**src/rtl/core/lssc_pkg.sv**
```systemverilog
// Shared types and constants of the LED step sequencer with cross-fade.
// Used by the top level.
`default_nettype none

package lssc_pkg;

  localparam int unsigned PATTERN_W = 16;
  localparam int unsigned TICKS_W   = 16;
  localparam int unsigned SHIFT_W   = 4;
  localparam int unsigned INDEX_W   = 4;
  localparam int unsigned SEQ_LEN_W = 5;
  localparam int unsigned DUTY_W    = 8;

  // Largest table that entry_index can ever address.
  localparam int unsigned INDEX_SPAN = 1 << INDEX_W;

  localparam logic [SEQ_LEN_W-1:0] SEQ_LEN_RESET = 5'd15;
  localparam logic [DUTY_W-1:0]    DUTY_CEIL     = 8'd255;
  localparam logic [DUTY_W-1:0]    DUTY_FLOOR    = 8'd1;
  localparam int unsigned          DUTY_SCALE    = 8;

  // Register index on the configuration port (paddr bit 2).
  localparam logic REG_SEQ_LEN = 1'b0;

  localparam logic REQ_TICK = 1'b0;
  localparam logic REQ_LOAD = 1'b1;

  typedef struct packed {
    logic                 req_type;
    logic [INDEX_W-1:0]   entry_index;
    logic [PATTERN_W-1:0] entry_pattern;
    logic [TICKS_W-1:0]   entry_ticks;
    logic [SHIFT_W-1:0]   entry_shift;
  } req_t;

  typedef struct packed {
    logic [PATTERN_W-1:0] led_pattern;
    logic [DUTY_W-1:0]    timer_preload;
    logic                 preload_valid;
  } res_t;

  typedef struct packed {
    logic [PATTERN_W-1:0] pattern;
    logic [TICKS_W-1:0]   ticks;
    logic [SHIFT_W-1:0]   shift;
  } step_entry_t;

  typedef struct packed {
    logic               en;
    logic [INDEX_W-1:0] addr;
    step_entry_t        entry;
  } tbl_wr_t;

endpackage

`default_nettype wire

```
**src/rtl/core/lssc_stream_if.sv**
```systemverilog
// Valid/ready channel carrying one payload beat.
// The payload type is set per instance; no package dependency.
`default_nettype none

interface lssc_stream_if #(
  parameter type payload_t = logic
) ();
  logic     valid;
  logic     ready;
  payload_t payload;

  modport source (output valid, output payload, input ready);
  modport sink   (input valid, input payload, output ready);
endinterface

`default_nettype wire

```
**src/rtl/core/lssc_step_table.sv**
```systemverilog
// Generic RAM with one write port and one registered read port; a write to the
// address being read shows on the read data at the same edge. No package dependency.
`default_nettype none

module lssc_step_table #(
  parameter int unsigned WIDTH = 36,
  parameter int unsigned DEPTH = 16
) (
  input  wire logic                     clk_i,
  input  wire logic                     we_i,
  input  wire logic [$clog2(DEPTH)-1:0] waddr_i,
  input  wire logic [WIDTH-1:0]         wdata_i,
  input  wire logic [$clog2(DEPTH)-1:0] raddr_i,
  output logic      [WIDTH-1:0]         rdata_o
);

  logic [WIDTH-1:0] mem_q [DEPTH];
  logic [WIDTH-1:0] rdata_q;

  // Entries have no reset.
  always_ff @(posedge clk_i) begin
    if (we_i) begin
      mem_q[waddr_i] <= wdata_i;
    end
    if (we_i && waddr_i == raddr_i) begin
      rdata_q <= wdata_i;
    end else begin
      rdata_q <= mem_q[raddr_i];
    end
  end

  assign rdata_o = rdata_q;

endmodule

`default_nettype wire

```
**src/rtl/core/led_step_sequencer_crossfade_core.sv**
```systemverilog
// Top level of the LED step sequencer with cross-fade: handshakes, config
// register, phase machine and result register. Uses lssc_pkg, lssc_stream_if
// and lssc_step_table.
//
//   channel   dir  protocol       beat contents
//   req_i     in   valid/ready    req_type, entry_index, entry_pattern, ticks, shift
//   res_o     out  valid/ready    led_pattern, timer_preload, preload_valid
//   apb       in   APB, pready=1  sequence_length at byte address 0
//
// Each beat is accepted, evaluated against the state and written to the result
// register at the same edge; one request per clock unless the request side stalls.
// The request side stalls only while a result waits and res_o.ready is low.
// Reset clears the phase machine, the counters and the result valid; the table
// is not cleared; the user must load entries before they are read (not enforced).
`default_nettype none

module led_step_sequencer_crossfade_core #(
  parameter int unsigned MAX_STEPS = 16
) (
  input  wire logic                 clk_i,
  input  wire logic                 rst_ni,
  lssc_stream_if.sink               req_i,
  lssc_stream_if.source             res_o,
  input  wire logic                 psel,
  input  wire logic                 penable,
  input  wire logic                 pwrite,
  input  wire logic [2:0]           paddr,
  input  wire logic [31:0]          pwdata,
  output logic      [31:0]          prdata,
  output logic                      pready
);
  import lssc_pkg::*;

  localparam int unsigned IDX_W     = $clog2(MAX_STEPS);
  localparam int unsigned TBL_DEPTH = (MAX_STEPS < INDEX_SPAN) ? MAX_STEPS : INDEX_SPAN;
  localparam int unsigned TBL_AW    = $clog2(TBL_DEPTH);
  localparam int unsigned NXT_W     = (IDX_W + 1 > SEQ_LEN_W) ? IDX_W + 1 : SEQ_LEN_W;
  localparam int unsigned DWIDE_W   = TICKS_W - 1 + DUTY_SCALE;

  localparam logic [NXT_W-1:0] MAX_STEPS_N = NXT_W'(MAX_STEPS);
  localparam logic [NXT_W-1:0] TBL_DEPTH_N = NXT_W'(TBL_DEPTH);

  typedef enum logic [1:0] {
    PH_SHOW     = 2'd0,
    PH_FADE_NEW = 2'd1,
    PH_FADE_OLD = 2'd2
  } phase_e;

  // Step wrap: zero once the successor reaches the length or MAX_STEPS.
  function automatic logic [NXT_W-1:0] step_after(input logic [IDX_W-1:0]     step,
                                                  input logic [SEQ_LEN_W-1:0] len);
    logic [NXT_W-1:0] succ;
    succ = NXT_W'(step) + NXT_W'(1);
    if (succ >= NXT_W'(len) || succ >= MAX_STEPS_N) begin
      succ = '0;
    end
    return succ;
  endfunction

  // Configuration port.
  logic [SEQ_LEN_W-1:0] seq_len_q;
  logic                 cfg_wr;
  logic                 seq_len_wr;

  assign pready     = 1'b1;
  assign cfg_wr     = psel && penable && pwrite;
  assign seq_len_wr = cfg_wr && paddr[2] == REG_SEQ_LEN;

  always_ff @(posedge clk_i or negedge rst_ni) begin
    if (!rst_ni) begin
      seq_len_q <= SEQ_LEN_RESET;
    end else if (seq_len_wr) begin
      seq_len_q <= pwdata[SEQ_LEN_W-1:0];
    end
  end

  always_comb begin
    prdata = '0;
    if (paddr[2] == REG_SEQ_LEN) begin
      prdata = {{(32 - SEQ_LEN_W){1'b0}}, seq_len_q};
    end
  end

  // Sequencer state. The cur/prev entry fields are local copies of the table
  // so that the table only needs a read port at the next step. The table is
  // read ahead, at the successor of the step that each edge leaves current, so
  // its registered data always holds the next step's entry.
  phase_e               phase_q, phase_d;
  logic [TICKS_W-1:0]   elapsed_q, elapsed_d;
  logic [DUTY_W-1:0]    duty_q, duty_d;
  logic [IDX_W-1:0]     cur_q, cur_d;
  logic [IDX_W-1:0]     prev_q, prev_d;
  logic [SHIFT_W-1:0]   fade_shift_q, fade_shift_d;
  logic [TICKS_W-1:0]   hold_q, hold_d;
  logic [PATTERN_W-1:0] drv_q, drv_d;
  logic [PATTERN_W-1:0] cur_pat_q, cur_pat_d, prev_pat_q, prev_pat_d;
  logic [SHIFT_W-1:0]   cur_shift_q, cur_shift_d, prev_shift_q, prev_shift_d;

  logic                 res_valid_q;
  res_t                 res_q, res_d;

  req_t                 req;
  logic                 accept;
  logic                 is_load;
  logic                 load_ok;
  logic [NXT_W-1:0]     next_full;
  logic [IDX_W-1:0]     next_idx;
  logic                 next_in_tbl;
  logic [IDX_W-1:0]     cur_nx;
  logic [SEQ_LEN_W-1:0] seq_len_nx;
  logic [NXT_W-1:0]     rd_full;
  step_entry_t          tbl_rd;
  step_entry_t          next_entry;
  tbl_wr_t              tbl_wr;
  logic [TICKS_W-1:0]   elapsed_inc;
  logic [TICKS_W-2:0]   half;
  logic [DWIDE_W-1:0]   duty_wide;
  logic [DUTY_W-1:0]    duty_clamped;
  logic                 fade_done;

  assign req     = req_i.payload;
  assign req_i.ready = !res_valid_q || res_o.ready;
  assign accept  = req_i.valid && req_i.ready;
  assign is_load = (req.req_type == REQ_LOAD);
  assign load_ok = is_load && (NXT_W'(req.entry_index) < MAX_STEPS_N);

  assign tbl_wr.en    = accept && load_ok;
  assign tbl_wr.addr  = req.entry_index;
  assign tbl_wr.entry = '{pattern: req.entry_pattern, ticks: req.entry_ticks,
                          shift: req.entry_shift};

  assign next_full   = step_after(cur_q, seq_len_q);
  assign next_idx    = next_full[IDX_W-1:0];
  assign next_in_tbl = next_full < TBL_DEPTH_N;

  assign cur_nx     = accept ? cur_d : cur_q;
  assign seq_len_nx = seq_len_wr ? pwdata[SEQ_LEN_W-1:0] : seq_len_q;
  assign rd_full    = step_after(cur_nx, seq_len_nx);

  lssc_step_table #(
    .WIDTH ($bits(step_entry_t)),
    .DEPTH (TBL_DEPTH)
  ) u_table (
    .clk_i   (clk_i),
    .we_i    (tbl_wr.en),
    .waddr_i (tbl_wr.addr[TBL_AW-1:0]),
    .wdata_i (tbl_wr.entry),
    .raddr_i (rd_full[TBL_AW-1:0]),
    .rdata_o (tbl_rd)
  );

  assign next_entry = next_in_tbl ? tbl_rd : '0;

  assign elapsed_inc = elapsed_q + TICKS_W'(1);
  assign half        = elapsed_inc[TICKS_W-1:1];
  assign fade_done   = (half >> fade_shift_q) != '0;
  assign duty_wide   = {half, {DUTY_SCALE{1'b0}}} >> prev_shift_q;

  always_comb begin
    if (duty_wide > DWIDE_W'(DUTY_CEIL)) begin
      duty_clamped = DUTY_CEIL;
    end else if (duty_wide == '0) begin
      duty_clamped = DUTY_FLOOR;
    end else begin
      duty_clamped = duty_wide[DUTY_W-1:0];
    end
  end

  always_comb begin
    phase_d      = phase_q;
    elapsed_d    = elapsed_q;
    duty_d       = duty_q;
    cur_d        = cur_q;
    prev_d       = prev_q;
    fade_shift_d = fade_shift_q;
    hold_d       = hold_q;
    drv_d        = drv_q;
    cur_pat_d    = cur_pat_q;
    cur_shift_d  = cur_shift_q;
    prev_pat_d   = prev_pat_q;
    prev_shift_d = prev_shift_q;
    res_d        = '0;

    if (is_load) begin
      // Keep the copies coherent with the table.
      if (load_ok && NXT_W'(req.entry_index) == NXT_W'(cur_q)) begin
        cur_pat_d   = req.entry_pattern;
        cur_shift_d = req.entry_shift;
      end
      if (load_ok && NXT_W'(req.entry_index) == NXT_W'(prev_q)) begin
        prev_pat_d   = req.entry_pattern;
        prev_shift_d = req.entry_shift;
      end
    end else begin
      elapsed_d = elapsed_inc;
      case (phase_q)
        PH_FADE_NEW: begin
          drv_d = cur_pat_q;
          if (fade_done) begin
            elapsed_d = '0;
            phase_d   = PH_SHOW;
          end else begin
            duty_d              = duty_clamped;
            res_d.timer_preload = DUTY_W'(0) - duty_clamped;
            res_d.preload_valid = 1'b1;
            phase_d             = PH_FADE_OLD;
          end
        end
        PH_FADE_OLD: begin
          drv_d               = prev_pat_q;
          res_d.timer_preload = duty_q;
          res_d.preload_valid = 1'b1;
          phase_d             = PH_FADE_NEW;
        end
        default: begin
          phase_d = PH_SHOW;
          if (elapsed_inc >= hold_q) begin
            prev_d       = cur_q;
            prev_pat_d   = cur_pat_q;
            prev_shift_d = cur_shift_q;
            fade_shift_d = cur_shift_q;
            cur_d        = next_idx;
            cur_pat_d    = next_entry.pattern;
            cur_shift_d  = next_entry.shift;
            elapsed_d    = '0;
            hold_d       = next_entry.ticks - (TICKS_W'(1) << next_entry.shift);
            phase_d      = PH_FADE_NEW;
          end
        end
      endcase
    end
    res_d.led_pattern = drv_d;
  end

  always_ff @(posedge clk_i or negedge rst_ni) begin
    if (!rst_ni) begin
      phase_q      <= PH_SHOW;
      elapsed_q    <= '0;
      duty_q       <= '0;
      cur_q        <= '0;
      prev_q       <= '0;
      fade_shift_q <= '0;
      hold_q       <= '0;
      drv_q        <= '0;
      res_valid_q  <= 1'b0;
    end else begin
      if (accept) begin
        phase_q      <= phase_d;
        elapsed_q    <= elapsed_d;
        duty_q       <= duty_d;
        cur_q        <= cur_d;
        prev_q       <= prev_d;
        fade_shift_q <= fade_shift_d;
        hold_q       <= hold_d;
        drv_q        <= drv_d;
        res_valid_q  <= 1'b1;
      end else if (res_o.ready) begin
        res_valid_q  <= 1'b0;
      end
    end
  end

  always_ff @(posedge clk_i) begin
    if (accept) begin
      cur_pat_q    <= cur_pat_d;
      cur_shift_q  <= cur_shift_d;
      prev_pat_q   <= prev_pat_d;
      prev_shift_q <= prev_shift_d;
      res_q        <= res_d;
    end
  end

  assign res_o.valid   = res_valid_q;
  assign res_o.payload = res_q;

  // The step pointers stay below MAX_STEPS.
  a_cur_in_range: assert property (@(posedge clk_i) disable iff (!rst_ni)
    NXT_W'(cur_q) < MAX_STEPS_N && NXT_W'(prev_q) < MAX_STEPS_N)
    else $error("step pointer beyond MAX_STEPS");

  // A load beat leaves the phase machine and the counters alone.
  a_load_no_state: assert property (@(posedge clk_i) disable iff (!rst_ni)
    (accept && is_load) |=> ($stable(phase_q) && $stable(cur_q) && $stable(elapsed_q)))
    else $error("load beat changed sequencer state");

  // A fade-new tick that reloads the timer hands over to the old pattern.
  a_fade_alternates: assert property (@(posedge clk_i) disable iff (!rst_ni)
    (accept && !is_load && phase_q == PH_FADE_NEW && !fade_done)
    |=> (phase_q == PH_FADE_OLD && res_q.preload_valid))
    else $error("fade did not alternate");

  // Without a reload the preload field reads zero.
  a_preload_zero: assert property (@(posedge clk_i) disable iff (!rst_ni)
    (res_valid_q && !res_q.preload_valid) |-> (res_q.timer_preload == '0))
    else $error("preload nonzero without reload");

  // An empty result register never stalls the request side.
  a_ready_when_empty: assert property (@(posedge clk_i) disable iff (!rst_ni)
    !res_valid_q |-> req_i.ready)
    else $error("request stalled with empty result register");

endmodule

`default_nettype wire
```
**src/flat_wrapper.sv**
```systemverilog
// flat-port wrapper written by rule: the top's interface ports become plain ports
module led_step_sequencer_crossfade_core_flat import lssc_pkg::*;
#(
  parameter int unsigned MAX_STEPS = 16
)
  (clk_i, rst_ni, psel, penable, pwrite, paddr, pwdata, prdata, pready, req_i_valid, req_i_payload, req_i_ready, res_o_valid, res_o_payload, res_o_ready);
  lssc_stream_if req_i_i ();
  lssc_stream_if res_o_i ();
  input  wire logic clk_i;
  input  wire logic rst_ni;
  input  wire logic psel;
  input  wire logic penable;
  input  wire logic pwrite;
  input  wire logic [2:0] paddr;
  input  wire logic [31:0] pwdata;
  output logic      [31:0] prdata;
  output logic pready;
  input wire logic [$bits(req_i_i.valid)-1:0] req_i_valid;
  input wire logic [$bits(req_i_i.payload)-1:0] req_i_payload;
  output wire logic [$bits(req_i_i.ready)-1:0] req_i_ready;
  output wire logic [$bits(res_o_i.valid)-1:0] res_o_valid;
  output wire logic [$bits(res_o_i.payload)-1:0] res_o_payload;
  input wire logic [$bits(res_o_i.ready)-1:0] res_o_ready;
  assign req_i_i.valid = req_i_valid;
  assign req_i_i.payload = req_i_payload;
  assign req_i_ready = req_i_i.ready;
  assign res_o_valid = res_o_i.valid;
  assign res_o_payload = res_o_i.payload;
  assign res_o_i.ready = res_o_ready;
  led_step_sequencer_crossfade_core #(.MAX_STEPS(MAX_STEPS)) u_core (.clk_i(clk_i), .rst_ni(rst_ni), .req_i(req_i_i), .res_o(res_o_i), .psel(psel), .penable(penable), .pwrite(pwrite), .paddr(paddr), .pwdata(pwdata), .prdata(prdata), .pready(pready));
endmodule
```
**config.mk**
```make
export PLATFORM = sky130hd
export DESIGN_NAME = led_step_sequencer_crossfade_core_flat
export DESIGN_NICKNAME = d
export VERILOG_FILES = /design/src/rtl/core/lssc_pkg.sv /design/src/rtl/core/lssc_stream_if.sv /design/src/rtl/core/lssc_step_table.sv /design/src/rtl/core/led_step_sequencer_crossfade_core.sv /design/src/flat_wrapper.sv
export SDC_FILE = /design/constraint.sdc
export NUM_CORES = 1
export LEC_CHECK = 0
export BUFFER_PORTS_ARGS = -buffer_cell sky130_fd_sc_hd__buf_2
export CAP_MARGIN = 20
export CORE_MARGIN = 2
export CORE_UTILIZATION = 35
export DETAILED_ROUTE_END_ITERATION = 10
export GPL_TIMING_DRIVEN = 0
export SLEW_MARGIN = 40
export SYNTH_ARGS = -nofsm -noshare
export SYNTH_HDL_FRONTEND = slang
export SYNTH_SLANG_ARGS = --single-unit
```
**constraint.sdc**
```tcl
create_clock -name clk_i -period 3.7 [get_ports clk_i]
set_input_delay 0 -clock clk_i [delete_from_list [all_inputs] [get_ports clk_i]]
set_output_delay 0 -clock clk_i [all_outputs]
set_load 0.01 [all_outputs]
```
==> flow_summary.rst, run 1 <==
.. list-table::
   :header-rows: 1

   * - Metric
     - Value
   * - Maximum clock rate
     - 300 MHz
   * - Tightest slew margin relative to the limit
     - 0.614
   * - Count of yosys warnings during synthesis
     - 0
   * - Largest family of logic cells by synthesized area
     - simple AND/OR/NAND/NOR gates
   * - Number of levels the H-tree was split into
     - 1
   * - Signed area change from the synthesized netlist to the final layout
     - 18.9%
   * - Worst Path Buf+Inv
     - 1
   * - Antenna fix cells
     - 0
   * - Cell depth of the worst hold path
     - 3
   * - Cell types with the largest area share after synthesis
     - dfrtp_1 (24%), ha_1 (11%), buf_4 (9.5%)
   * - Floorplan die width
     - 83.4 µm
   * - Leakage power figure
     - 1.28 nW
   * - Synth Area in Adders
     - 0.108
   * - Worst endpoint required time
     - 3.86 ns
   * - Pin count of the biggest net entering global routing
     - 26
   * - Grt met3 use
     - 0.0219
   * - Hold crit path type
     - in -> reg
   * - Result of the run
     - finished, final reports clean
   * - Global-route wire length before repair
     - 7240 µm
   * - Proportion of layout cells with a drive suffix above 1
     - 0.246
   * - Number of synthesized flops with an enable pin
     - 1
   * - Layout Cell Area excl Fill
     - 2620 µm²
   * - Post-synth ARST share
     - 0.962
   * - Kind of cell with the highest combined delay on the critical path
     - compound AO/OA/AOI/OAI gates
   * - Number of hold-slack violations in the final timing report
     - 0
   * - Distinct cell type count of the synthesized netlist
     - 51
   * - Detailed Route Iter0 Violations
     - 55
   * - Library cell contributing the largest single delay on the critical path
     - a31oi_1
   * - Number of primary I/O pins
     - 79
   * - Final critical path time including I/O delays and setup
     - 3.33 ns
   * - Mux share of post-synthesis cell area
     - 0.0255
   * - Vias
     - 1774
   * - Max-cap violation count
     - 0
   * - I/O Buffers
     - 20
   * - DRT antenna net count
     - 0
   * - Setup violation total in the final timing report
     - 0
   * - Gpl congestion
     - 0.833
   * - Initial antenna violation count
     - 0
   * - Per-cell via count in the routed design
     - 4.62
   * - Insertion delay of the later-clocked pin in the worst-skew pair
     - 0.27 ns
   * - Power per standard cell area
     - 422 nW/µm²
   * - Number of clock sinks seen by CTS
     - 26
   * - Total standard cell area after synthesis
     - 2210 µm²
   * - Share of the synthesized netlist area taken by xor and xnor gates
     - 0.127
   * - Stage delay of the slowest cell on the critical path
     - 0.50 ns
   * - Endpoint of the lowest-slack register-to-register path
     - u_core.elapsed_q[14]
   * - Number of global-route vias before repair
     - 1642
   * - Top flip-flop cell by instance count after synthesis
     - dfrtp_1
   * - Class of the most critical setup path
     - reg -> reg
   * - Total length of routed wires
     - 4200 µm
   * - Largest vdd supply drop
     - 213 µV
   * - Post-synthesis sequential area ratio
     - 0.299
   * - Overall Global Routing Usage
     - 0.123
   * - Grt met2 use
     - 0.214
   * - Site Rows
     - 28
   * - DRC viols
     - 0
   * - Setup_tns
     - 0 ns
   * - Average routed wire per standard cell
     - 10.9 µm
   * - Core occupancy in the finished layout
     - 0.438
   * - Effective utilization at floorplan
     - 0.368
   * - Sort of element at the start of the critical path
     - flop
   * - Final clock period utilization by the worst path
     - 0.901
   * - Die ar.
     - 6960 µm²
   * - Most used cell along the critical path
     - ha_1
   * - Residual overflow from global routing
     - 0
   * - Setup clock skew after layout
     - 0.00542 ns
   * - Simple logic cell fraction of the synthesized area
     - 0.205
   * - Mean Syn Cell Area
     - 8.76 µm²
   * - Final-stage net count
     - 372
   * - Worst r2r path cells
     - 12
   * - Top Usage Layer GRT
     - met2
   * - Compound-Gate Fraction of Synth Area
     - 0.0981
   * - FF+latch count, synth
     - 26
   * - HP Start
     - res_o_ready
   * - Arr. time, crit path
     - 3.49 ns
   * - CP Capture Type
     - flop
   * - Top-area cell type share of the netlist area
     - 0.238
   * - Critical-path cell list
     - ha_1 > and2_1 > nand2_1 > xnor2_1 > ha_1 > o21ai_0 > a21oi_1 > o41ai_1 > a2111o_1 > a31oi_1 > buf_2 > nor2_1
   * - Setup repair after global routing missed its margin
     - no
   * - Die Y
     - 83.4 µm
   * - Root cell of the clock tree
     - clkbuf_8
   * - Clock tree from TritonCTS
     - built
   * - Count of mapped cells out of synthesis
     - 252
   * - Worst-path clk slew
     - 0.09 ns
   * - Post-placement cell area
     - 2500 µm²
   * - Final count of pins violating max slew
     - 0
   * - Fill count
     - 600
   * - Placeable core region
     - 5990 µm²
   * - Sum of net half-perimeters after detailed placement
     - 3360 µm
   * - Most numerous cell types in the synthesized netlist
     - buf_4 (28), nor2_1 (28), nand2_1 (22)
   * - Worst min-delay path endpoint
     - u_core.res_o.valid
   * - Peak fanout along the critical path
     - 10
   * - DRT Pass-1 Iters
     - 4
   * - Internal reg-to-reg setup slack
     - 0.37 ns
   * - Postcts setup bufs
     - 0
   * - Actual slew at the worst max-slew pin
     - 0.580 ns
   * - Max Buffers Root-to-Sink
     - 2
   * - Launch point of the worst reg-to-reg path
     - u_core.elapsed_q[0]
   * - TritonCTS Buffers
     - 3
   * - Fraction of met1 tracks used by global routing
     - 0.161
   * - Cell type with the highest aggregate area in the netlist
     - dfrtp_1
-- tightest hold or removal path: stages --
cell	delay, ns
buf_2	0.07
nand2b_1	0.12
nand2b_1	0.07
-- logic make-up after synthesis --
kind of cell | after synthesis
AND/OR/NAND/NOR | 89
buffers and inverters | 49
XOR/XNOR | 32
AO/OA/AOI/OAI | 30
flip-flops | 26
adder cells (fa/ha/maj) | 19
multiplexers | 5
other | 2
-- how the worst max path moves through the flow --
stage | startpoint | end | cells past startpoint
2_1_floorplan | u_core.elapsed_q[0] | u_core.elapsed_q[10] | 12
3_3_place_gp | u_core.elapsed_q[0] | u_core.elapsed_q[14] | 12
3_5_place_dp | u_core.elapsed_q[0] | u_core.elapsed_q[14] | 12
4_1_cts | u_core.elapsed_q[0] | u_core.elapsed_q[6] | 12
5_1_grt | u_core.elapsed_q[0] | u_core.elapsed_q[4] | 11
6_report | u_core.elapsed_q[0] | u_core.elapsed_q[14] | 12
-- cell type report --
cell class              count  area (µm²)  area share
inverters                  11        41.3      0.0157
multi-input cells         203        1350       0.514
flip-flops and latches     26         661       0.252
plain buffers              38         254      0.0968
clock buffers               4        55.1      0.0210
repair buffers             27         170      0.0649
well taps                  75        93.8      0.0358
-- repair_timing --
action / 4_1_cts / 5_1_grt
endpoints found under the hold margin: 27 / 0
hold buffers: 7 / 0
resized for setup: 0 / 0
-- where the power goes --
group / leakage [nW] / internal, mW / switching [mW] / total (mW)
Clock: 0.0288 / 0.0952 / 0.0921 / 0.187
Combinational: 0.918 / 0.237 / 0.295 / 0.532
Sequential: 0.332 / 0.343 / 0.0442 / 0.388
-- cell usage in the layout, fill, tap and decap left out, drive strengths merged, types with 2 or more instances in the layout --
cell type    synthesis  routed
conb                 2      28
nor4                 2       2
nor3                 3       3
or3                  3       3
xnor2               19      19
mux2                 5       5
dlygate4sd3          0       7
nand3                8       8
dfstp                4       4
clkbuf               4       8
nand2b               3       3
nor2                29      29
buf                 34      54
o21ai                6       6
inv                 11      11
dfrtp               21      21
nand2               22      22
o31ai                2       2
nor2b                5       5
a21oi                7       7
a221oi               2       2
xor2                13      13
a211oi               3       3
ha                  19      19
nand4                8       8
-- metrics by stage --
step | worst slack, ns | power, mW | cells | hold slack [ns]
after floorplan | 0.925 | 0.799 | 278 | -0.296
after global placement | 0.355 | 0.905 | 373 | 0.0436
after detailed placement | 0.361 | 0.921 | 373 | 0.0430
after CTS | 0.350 | 1.12 | 384 | 0.0336
after global routing | 0.0658 | 1.21 | 384 | 0.0742
final | 0.365 | 1.11 | 384 | 0.0229
-- state kept, by name, indices dropped and copies added, names as in the netlist --
register / flops
u_core.res_o.payload: 1
u_core.res_o.valid: 1
u_core.phase_q: 2
u_core.hold_q: 1
u_core.seq_len_q: 5
u_core.elapsed_q: 16
-- metal layers --
| layer | vias up | wire length (µm) |
|---|---|---|
| met3 | 4 | 216 |
| met1 | 819 | 1980 |
| met4 | 0 | 31 |
| li1 | 910 | - |
| met2 | 41 | 1980 |
| met5 | - | 0 |
(Power assumes the default switching activity.)
==> inputs of run 2 (changes only) <==
--- a/config.mk
+++ b/config.mk
@@ -7,7 +7,7 @@
 export LEC_CHECK = 0
 export BUFFER_PORTS_ARGS = -buffer_cell sky130_fd_sc_hd__buf_2
 export CAP_MARGIN = 20
-export CORE_MARGIN = 2
+export CORE_MARGIN = 10
 export CORE_UTILIZATION = 35
 export DETAILED_ROUTE_END_ITERATION = 10
 export GPL_TIMING_DRIVEN = 0
==> flow_summary.rst, run 2 (synthesis gave the netlist of run 1 again) <==
.. list-table::
   :header-rows: 1

   * - Metric
     - Value
   * - Result of the run
     - finished, final reports clean (unchanged)
   * - Launch point of the worst reg-to-reg path
     - u_core.elapsed_q[0] (unchanged)
   * - Pin count of the biggest net entering global routing
     - 26 (unchanged)
   * - Internal reg-to-reg setup slack
     - 0.42 ns (was 0.37 ns)
   * - Worst endpoint required time
     - 3.91 ns (was 3.86 ns)
   * - Setup_tns
     - 0 ns (unchanged)
   * - Class of the most critical setup path
     - reg -> reg (unchanged)
   * - Flip-flop count of the largest register, all copies and words added
     - 16 (unchanged)
   * - Die ar.
     - 9880 µm² (was 6960 µm²)
   * - Peak fanout along the critical path
     - 10 (unchanged)
   * - Inst Count DP
     - 373 (unchanged)
   * - Worst-case setup slack after placement
     - 0.296 ns (was 0.361 ns)
   * - Detailed Route Iter0 Violations
     - 68 (was 55)
   * - Site Rows
     - 28 (unchanged)
   * - Placeable core region
     - 6030 µm² (was 5990 µm²)
   * - Residual overflow from global routing
     - 0 (unchanged)
   * - Worst-case setup margin in the final layout
     - 0.422 ns (was 0.365 ns)
   * - Worst min-delay path endpoint
     - u_core.res_o.valid (unchanged)
   * - Number of hold-slack violations in the final timing report
     - 0 (unchanged)
   * - Root cell of the clock tree
     - clkbuf_8 (unchanged)
   * - Largest vdd supply drop
     - 242 µV (was 213 µV)
   * - Worst-path clk slew
     - 0.09 ns (about the same)
   * - Final count of pins violating max slew
     - 0 (unchanged)
   * - Total length of routed wires
     - 4810 µm (was 4200 µm)
   * - Met2 wire len
     - 2310 µm (was 1980 µm)
   * - TritonCTS Buffers
     - 3 (unchanged)
   * - Max Buffers Root-to-Sink
     - 2 (unchanged)
   * - Setup repair after global routing missed its margin
     - no (unchanged)
   * - Signed area change from the synthesized netlist to the final layout
     - 19.7% (was 18.9%)
   * - Final-stage net count
     - 372 (unchanged)
   * - Floorplan die width
     - 99.4 µm (was 83.4 µm)
   * - Per-cell via count in the routed design
     - 4.56 (was 4.62)
   * - Global-route wire length before repair
     - 8370 µm (was 7240 µm)
   * - Max-cap violation count
     - 0 (unchanged)
   * - Post-placement cell area
     - 2500 µm² (unchanged)
   * - Endpoint of the lowest-slack register-to-register path
     - u_core.elapsed_q[5] (was u_core.elapsed_q[14])
   * - Top routing layer in use
     - met4 (unchanged)
   * - Number of clock sinks seen by CTS
     - 26 (unchanged)
   * - Initial antenna violation count
     - 0 (unchanged)
   * - DRC viols
     - 0 (unchanged)
   * - DRT antenna net count
     - 0 (unchanged)
   * - Met1 routed wirelength after detailed routing
     - 2200 µm (was 1980 µm)
   * - Setup clock skew after layout
     - 0.00324 ns (was 0.00542 ns)
   * - Actual slew at the worst max-slew pin
     - 0.604 ns (was 0.580 ns)
   * - Die Y
     - 99.4 µm (was 83.4 µm)
   * - Cell depth of the worst hold path
     - 3 (unchanged)
   * - Number of levels the H-tree was split into
     - 1 (unchanged)
   * - Average routed wire per standard cell
     - 12.5 µm (was 10.9 µm)
   * - CP Capture Type
     - flop (unchanged)
   * - Insertion delay of the later-clocked pin in the worst-skew pair
     - 0.27 ns (about the same)
   * - Tightest hold margin
     - 0.0287 ns (was 0.0229 ns)
   * - Sort of element at the start of the critical path
     - flop (unchanged)
   * - Most used cells in the layout excluding fill and tap cells
     - nor2_1 (28), buf_4 (28), conb_1 (28) (unchanged)
   * - Hold crit path type
     - in -> reg (unchanged)
   * - Core occupancy in the finished layout
     - 0.438 (about the same)
   * - HP Start
     - res_o_ready (unchanged)
   * - Final standard cell count with taps included and fillers excluded
     - 384 (unchanged)
   * - Setup violation total in the final timing report
     - 0 (unchanged)
   * - Vias
     - 1751 (was 1774)
   * - Sum of net half-perimeters after detailed placement
     - 3800 µm (was 3360 µm)
   * - DRT Pass-1 Iters
     - 5 (was 4)
   * - Number of primary I/O pins
     - 79 (unchanged)
   * - Leakage power figure
     - 1.28 nW (about the same)
   * - Largest registers in the final layout
     - u_core.elapsed_q (16), u_core.seq_len_q (5), u_core.phase_q (2) (unchanged)
   * - Proportion of layout cells with a drive suffix above 1
     - 0.249 (was 0.246)
   * - Number of global-route vias before repair
     - 1805 (was 1642)
   * - Antenna fix cells
     - 0 (unchanged)
   * - Gpl congestion
     - 0.809 (was 0.833)
   * - Final clock period utilization by the worst path
     - 0.886 (was 0.901)
   * - Power per standard cell area
     - 430 nW/µm² (was 422 nW/µm²)
   * - Routed wire length on met3
     - 285 µm (was 216 µm)
   * - Tightest slew margin relative to the limit
     - 0.598 (was 0.614)
   * - Final critical path time including I/O delays and setup
     - 3.28 ns (was 3.33 ns)
   * - I/O Buffers
     - 20 (unchanged)
   * - Effective utilization at floorplan
     - 0.366 (was 0.368)
   * - Register containing the most flip-flops in the final layout
     - u_core.elapsed_q (unchanged)
   * - Clock tree from TritonCTS
     - built (unchanged)
   * - Worst r2r path cells
     - 11 (was 12)
   * - Total power
     - 1.13 mW (was 1.11 mW)
   * - Overall Global Routing Usage
     - 0.0990 (was 0.123)
   * - Layout Cell Area excl Fill
     - 2640 µm² (was 2620 µm²)
   * - Arr. time, crit path
     - 3.49 ns (about the same)
   * - Fill count
     - 600 (unchanged)
   * - Maximum clock rate
     - 305 MHz (was 300 MHz)
run 2: cell counts in the layout (fill, tap and decap cells not counted):
No cell type changed its count.
run 2: area by class of cell:
type / instances / area (µm²) / area share
buffer: 38 / 254 / 0.0962
clock buffer: 4 / 66.3 / 0.0251
inverter: 11 / 41.3 / 0.0156
multi-input combinational: 203 / 1360 / 0.513
sequential: 26 / 661 / 0.250
tap: 75 / 93.8 / 0.0355
timing repair buffer: 27 / 170 / 0.0644
run 2: what timing repair did:
action / in CTS / in global routing
hold endpoints to repair: 27 / 0
hold buffers: 7 / 0
buffers inserted: 0 / 0
resized for setup: 0 / 1
setup endpoints to repair: 0 / 10
run 2: critical path, stage by stage (launching register included):
cell      delay (ns)
dfrtp_1         0.45
ha_1            0.32
nand2_1         0.19
or4_4           0.48
xnor2_1         0.14
ha_1            0.20
a211oi_1        0.21
o21ai_0         0.15
a221oi_1        0.44
a31oi_2         0.24
buf_2           0.25
nor2_1          0.12
run 2: worst max path at each step:
stage	startpoint	end	slack (ns)	cells after the start
after floorplan	u_core.elapsed_q[0]	u_core.elapsed_q[10]	0.92	12
after global placement	u_core.elapsed_q[0]	u_core.elapsed_q[14]	0.34	12
after detailed placement	u_core.elapsed_q[0]	u_core.elapsed_q[14]	0.30	12
after CTS	u_core.elapsed_q[0]	u_core.elapsed_q[5]	0.28	12
after global routing	u_core.elapsed_q[0]	u_core.elapsed_q[14]	0.12	11
final	u_core.elapsed_q[0]	u_core.elapsed_q[5]	0.42	11
run 2: power breakdown:
group	switching, mW	internal, mW
sequential	0.0452	0.343
combinational	0.298	0.237
clock	0.0940	0.118
run 2: layer usage:
layer / vias to the layer above / track usage
met5: - / 0
met4: 0 / 0.0143
met3: 2 / 0.0311
met2: 34 / 0.172
met1: 799 / 0.119
li1: 916 / -
==> inputs of run 3 (changes only) <==
--- a/config.mk
+++ b/config.mk
@@ -10,7 +10,6 @@
 export CORE_MARGIN = 10
 export CORE_UTILIZATION = 35
 export DETAILED_ROUTE_END_ITERATION = 10
-export GPL_TIMING_DRIVEN = 0
 export SLEW_MARGIN = 40
 export SYNTH_ARGS = -nofsm -noshare
 export SYNTH_HDL_FRONTEND = slang
==> flow_summary.rst, run 3 (synthesis gave the netlist of run 1 again) <==
.. list-table::
   :header-rows: 1

   * - Metric
     - Value
   * - Flip-flop count of the largest register, all copies and words added
     - 16 (unchanged)
   * - Root cell of the clock tree
     - clkbuf_8 (unchanged)
   * - Maximum clock rate
     - 317 MHz (was 305 MHz)
   * - Max Buffers Root-to-Sink
     - 2 (unchanged)
   * - Effective utilization at floorplan
     - 0.366 (unchanged)
   * - Overall Global Routing Usage
     - 0.0900 (was 0.0990)
   * - Worst endpoint required time
     - 3.88 ns (was 3.91 ns)
   * - Tightest hold margin
     - 0.0279 ns (was 0.0287 ns)
   * - Residual overflow from global routing
     - 0 (unchanged)
   * - Leakage power figure
     - 1.10 nW (was 1.28 nW)
   * - Most used cells in the layout excluding fill and tap cells
     - nor2_1 (28), conb_1 (28), nand2_1 (22) (was nor2_1 (28), buf_4 (28), conb_1 (28))
   * - Critical-path cell list
     - ha_1 > nand2_1 > or4_4 > xnor2_1 > ha_1 > a211oi_1 > o21ai_0 > a221oi_1 > a21boi_0 > o31ai_1 (was ha_1 > nand2_1 > or4_4 > xnor2_1 > ha_1 > a211oi_1 > o21ai_0 > a221oi_1 > a31oi_2 > buf_2 > nor2_1)
   * - Actual slew at the worst max-slew pin
     - 0.575 ns (was 0.604 ns)
   * - DRC viols
     - 0 (unchanged)
   * - Most used cell along the critical path
     - ha_1 (unchanged)
   * - Final clock period utilization by the worst path
     - 0.854 (was 0.886)
   * - Area of the multi-input gates
     - 1350 µm² (was 1360 µm²)
   * - Fill count
     - 639 (was 600)
   * - Final-stage net count
     - 335 (was 372)
   * - Kind of cell with the highest combined delay on the critical path
     - compound AO/OA/AOI/OAI gates (unchanged)
   * - Per-cell via count in the routed design
     - 4.75 (was 4.56)
   * - Number of primary I/O pins
     - 79 (unchanged)
   * - Register containing the most flip-flops in the final layout
     - u_core.elapsed_q (unchanged)
   * - Peak fanout along the critical path
     - 6 (was 10)
   * - Pin count of the biggest net entering global routing
     - 26 (unchanged)
   * - I/O Buffers
     - 20 (unchanged)
   * - Vias
     - 1648 (was 1751)
   * - Worst Path Buf+Inv
     - 0 (was 1)
   * - Placeable core region
     - 6030 µm² (unchanged)
   * - Tightest slew margin relative to the limit
     - 0.617 (was 0.598)
   * - Floorplan die width
     - 99.4 µm (unchanged)
   * - Insertion delay of the later-clocked pin in the worst-skew pair
     - 0.27 ns (about the same)
   * - Final standard cell count with taps included and fillers excluded
     - 347 (was 384)
   * - Layout Cell Area excl Fill
     - 2390 µm² (was 2640 µm²)
   * - Setup violation total in the final timing report
     - 0 (unchanged)
   * - TritonCTS Buffers
     - 3 (unchanged)
   * - Power per standard cell area
     - 463 nW/µm² (was 430 nW/µm²)
   * - Result of the run
     - finished, final reports clean (unchanged)
   * - Detailed Route Iter0 Violations
     - 38 (was 68)
   * - Number of hold-slack violations in the final timing report
     - 0 (unchanged)
   * - Proportion of layout cells with a drive suffix above 1
     - 0.162 (was 0.249)
   * - Total length of routed wires
     - 4480 µm (was 4810 µm)
   * - Sum of net half-perimeters after detailed placement
     - 3500 µm (was 3800 µm)
   * - Antenna fix cells
     - 0 (unchanged)
   * - Seq. cell area
     - 661 µm² (unchanged)
   * - Gpl congestion
     - 0.798 (was 0.809)
   * - Stage delay of the slowest cell on the critical path
     - 0.48 ns (about the same)
   * - Setup repair after global routing missed its margin
     - no (unchanged)
   * - Largest registers in the final layout
     - u_core.elapsed_q (16), u_core.seq_len_q (5), u_core.phase_q (2) (unchanged)
   * - Final count of pins violating max slew
     - 0 (unchanged)
   * - Inst Count DP
     - 336 (was 373)
   * - Worst-path clk slew
     - 0.09 ns (about the same)
   * - Number of global-route vias before repair
     - 1688 (was 1805)
   * - Library cell contributing the largest single delay on the critical path
     - or4_4 (unchanged)
   * - Number of levels the H-tree was split into
     - 1 (unchanged)
   * - Initial antenna violation count
     - 0 (unchanged)
   * - Count of instances resized after the clock tree is built
     - 0 (unchanged)
   * - Clock tree from TritonCTS
     - built (unchanged)
   * - Final critical path time including I/O delays and setup
     - 3.16 ns (was 3.28 ns)
   * - Setup clock skew after layout
     - 0.00149 ns (was 0.00324 ns)
   * - Global-route wire length before repair
     - 7620 µm (was 8370 µm)
   * - Signed area change from the synthesized netlist to the final layout
     - 8.22% (was 19.7%)
   * - Total power
     - 1.11 mW (was 1.13 mW)
   * - Average routed wire per standard cell
     - 12.9 µm (was 12.5 µm)
   * - Sort of element at the start of the critical path
     - flop (unchanged)
   * - DRT antenna net count
     - 0 (unchanged)
   * - DRT Pass-1 Iters
     - 4 (was 5)
   * - Setup_tns
     - 0 ns (unchanged)
   * - Class of the most critical setup path
     - reg -> reg (unchanged)
   * - CP Capture Type
     - flop (unchanged)
   * - Die ar.
     - 9880 µm² (unchanged)
   * - Max-cap violation count
     - 0 (unchanged)
   * - Post-placement cell area
     - 2250 µm² (was 2500 µm²)
   * - Largest vdd supply drop
     - 248 µV (was 242 µV)
   * - Number of clock sinks seen by CTS
     - 26 (unchanged)
   * - Site Rows
     - 28 (unchanged)
   * - Hold crit path type
     - in -> reg (unchanged)
   * - Arr. time, crit path
     - 3.34 ns (was 3.49 ns)
   * - Die Y
     - 99.4 µm (unchanged)
## run 3: cell types whose count changed in the layout (fill, tap and decap cells not counted)
cell	change
clkbuf_1	-4
buf_4	-27
buf_1	-1
a31oi_2	-1
buf_2	-5
a31oi_1	+1
## run 3: worst register-to-register path, cell delays in order (launching register included)
cell      delay (ns)
dfrtp_1         0.43
ha_1            0.31
nand2_1         0.19
or4_4           0.48
xnor2_1         0.14
ha_1            0.19
a211oi_1        0.25
o21ai_0         0.16
a221oi_1        0.42
a21boi_0        0.22
o31ai_1         0.29
## run 3: layer usage
metal  track usage  vias up  part of all wire
li1              -      839                 -
met1         0.107      774              0.47
met2         0.155       31              0.48
met3        0.0270        4             0.048
met4        0.0198        0            0.0060
met5             0        -                 0
## run 3: metrics by stage
| stage | worst slack (ns) | util |
|---|---|---|
| CTS | 0.514 | 0.396 |
| floorplan | 0.925 | - |
| global route | 0.333 | 0.396 |
| detailed placement | 0.554 | 0.374 |
| finish | 0.541 | 0.396 |
| global placement | 0.641 | 0.374 |
## run 3: final timing paths
check / from / end / slack, ns / cells past startpoint
worst max-delay path: u_core.elapsed_q[0] / u_core.elapsed_q[0] / 0.54 / 10
min in group asynchronous: rst_ni / u_core.phase_q[0] / 0.25 / 2
max in group asynchronous: rst_ni / u_core.seq_len_q[0] / 3.07 / 2
worst min-delay path: res_o_ready / u_core.res_o.valid / 0.03 / 3
worst min register to register: u_core.hold_q[14] / u_core.hold_q[14] / 0.50 / 1
worst max register to register: u_core.elapsed_q[0] / u_core.elapsed_q[0] / 0.54 / 10
## run 3: cell type report
class | count | share of cell area
multi-input combinational | 203 | 0.565
sequential | 26 | 0.277
timing repair buffer | 28 | 0.0744
tap | 75 | 0.0393
clock buffer | 4 | 0.0278
inverter | 11 | 0.0173
## run 3: report_power, final
group          total, mW  switching [mW]  internal (mW)
registers          0.409          0.0656          0.343
logic              0.485           0.272          0.213
clock network      0.212          0.0940          0.118
total               1.11           0.431          0.674
## run 3: repair_timing
item / CTS / global route
setup buffers: 0 / 0
endpoints found under the hold margin: 27 / 0
endpoints found under the setup margin: 0 / 0
hold buffers: 7 / 0
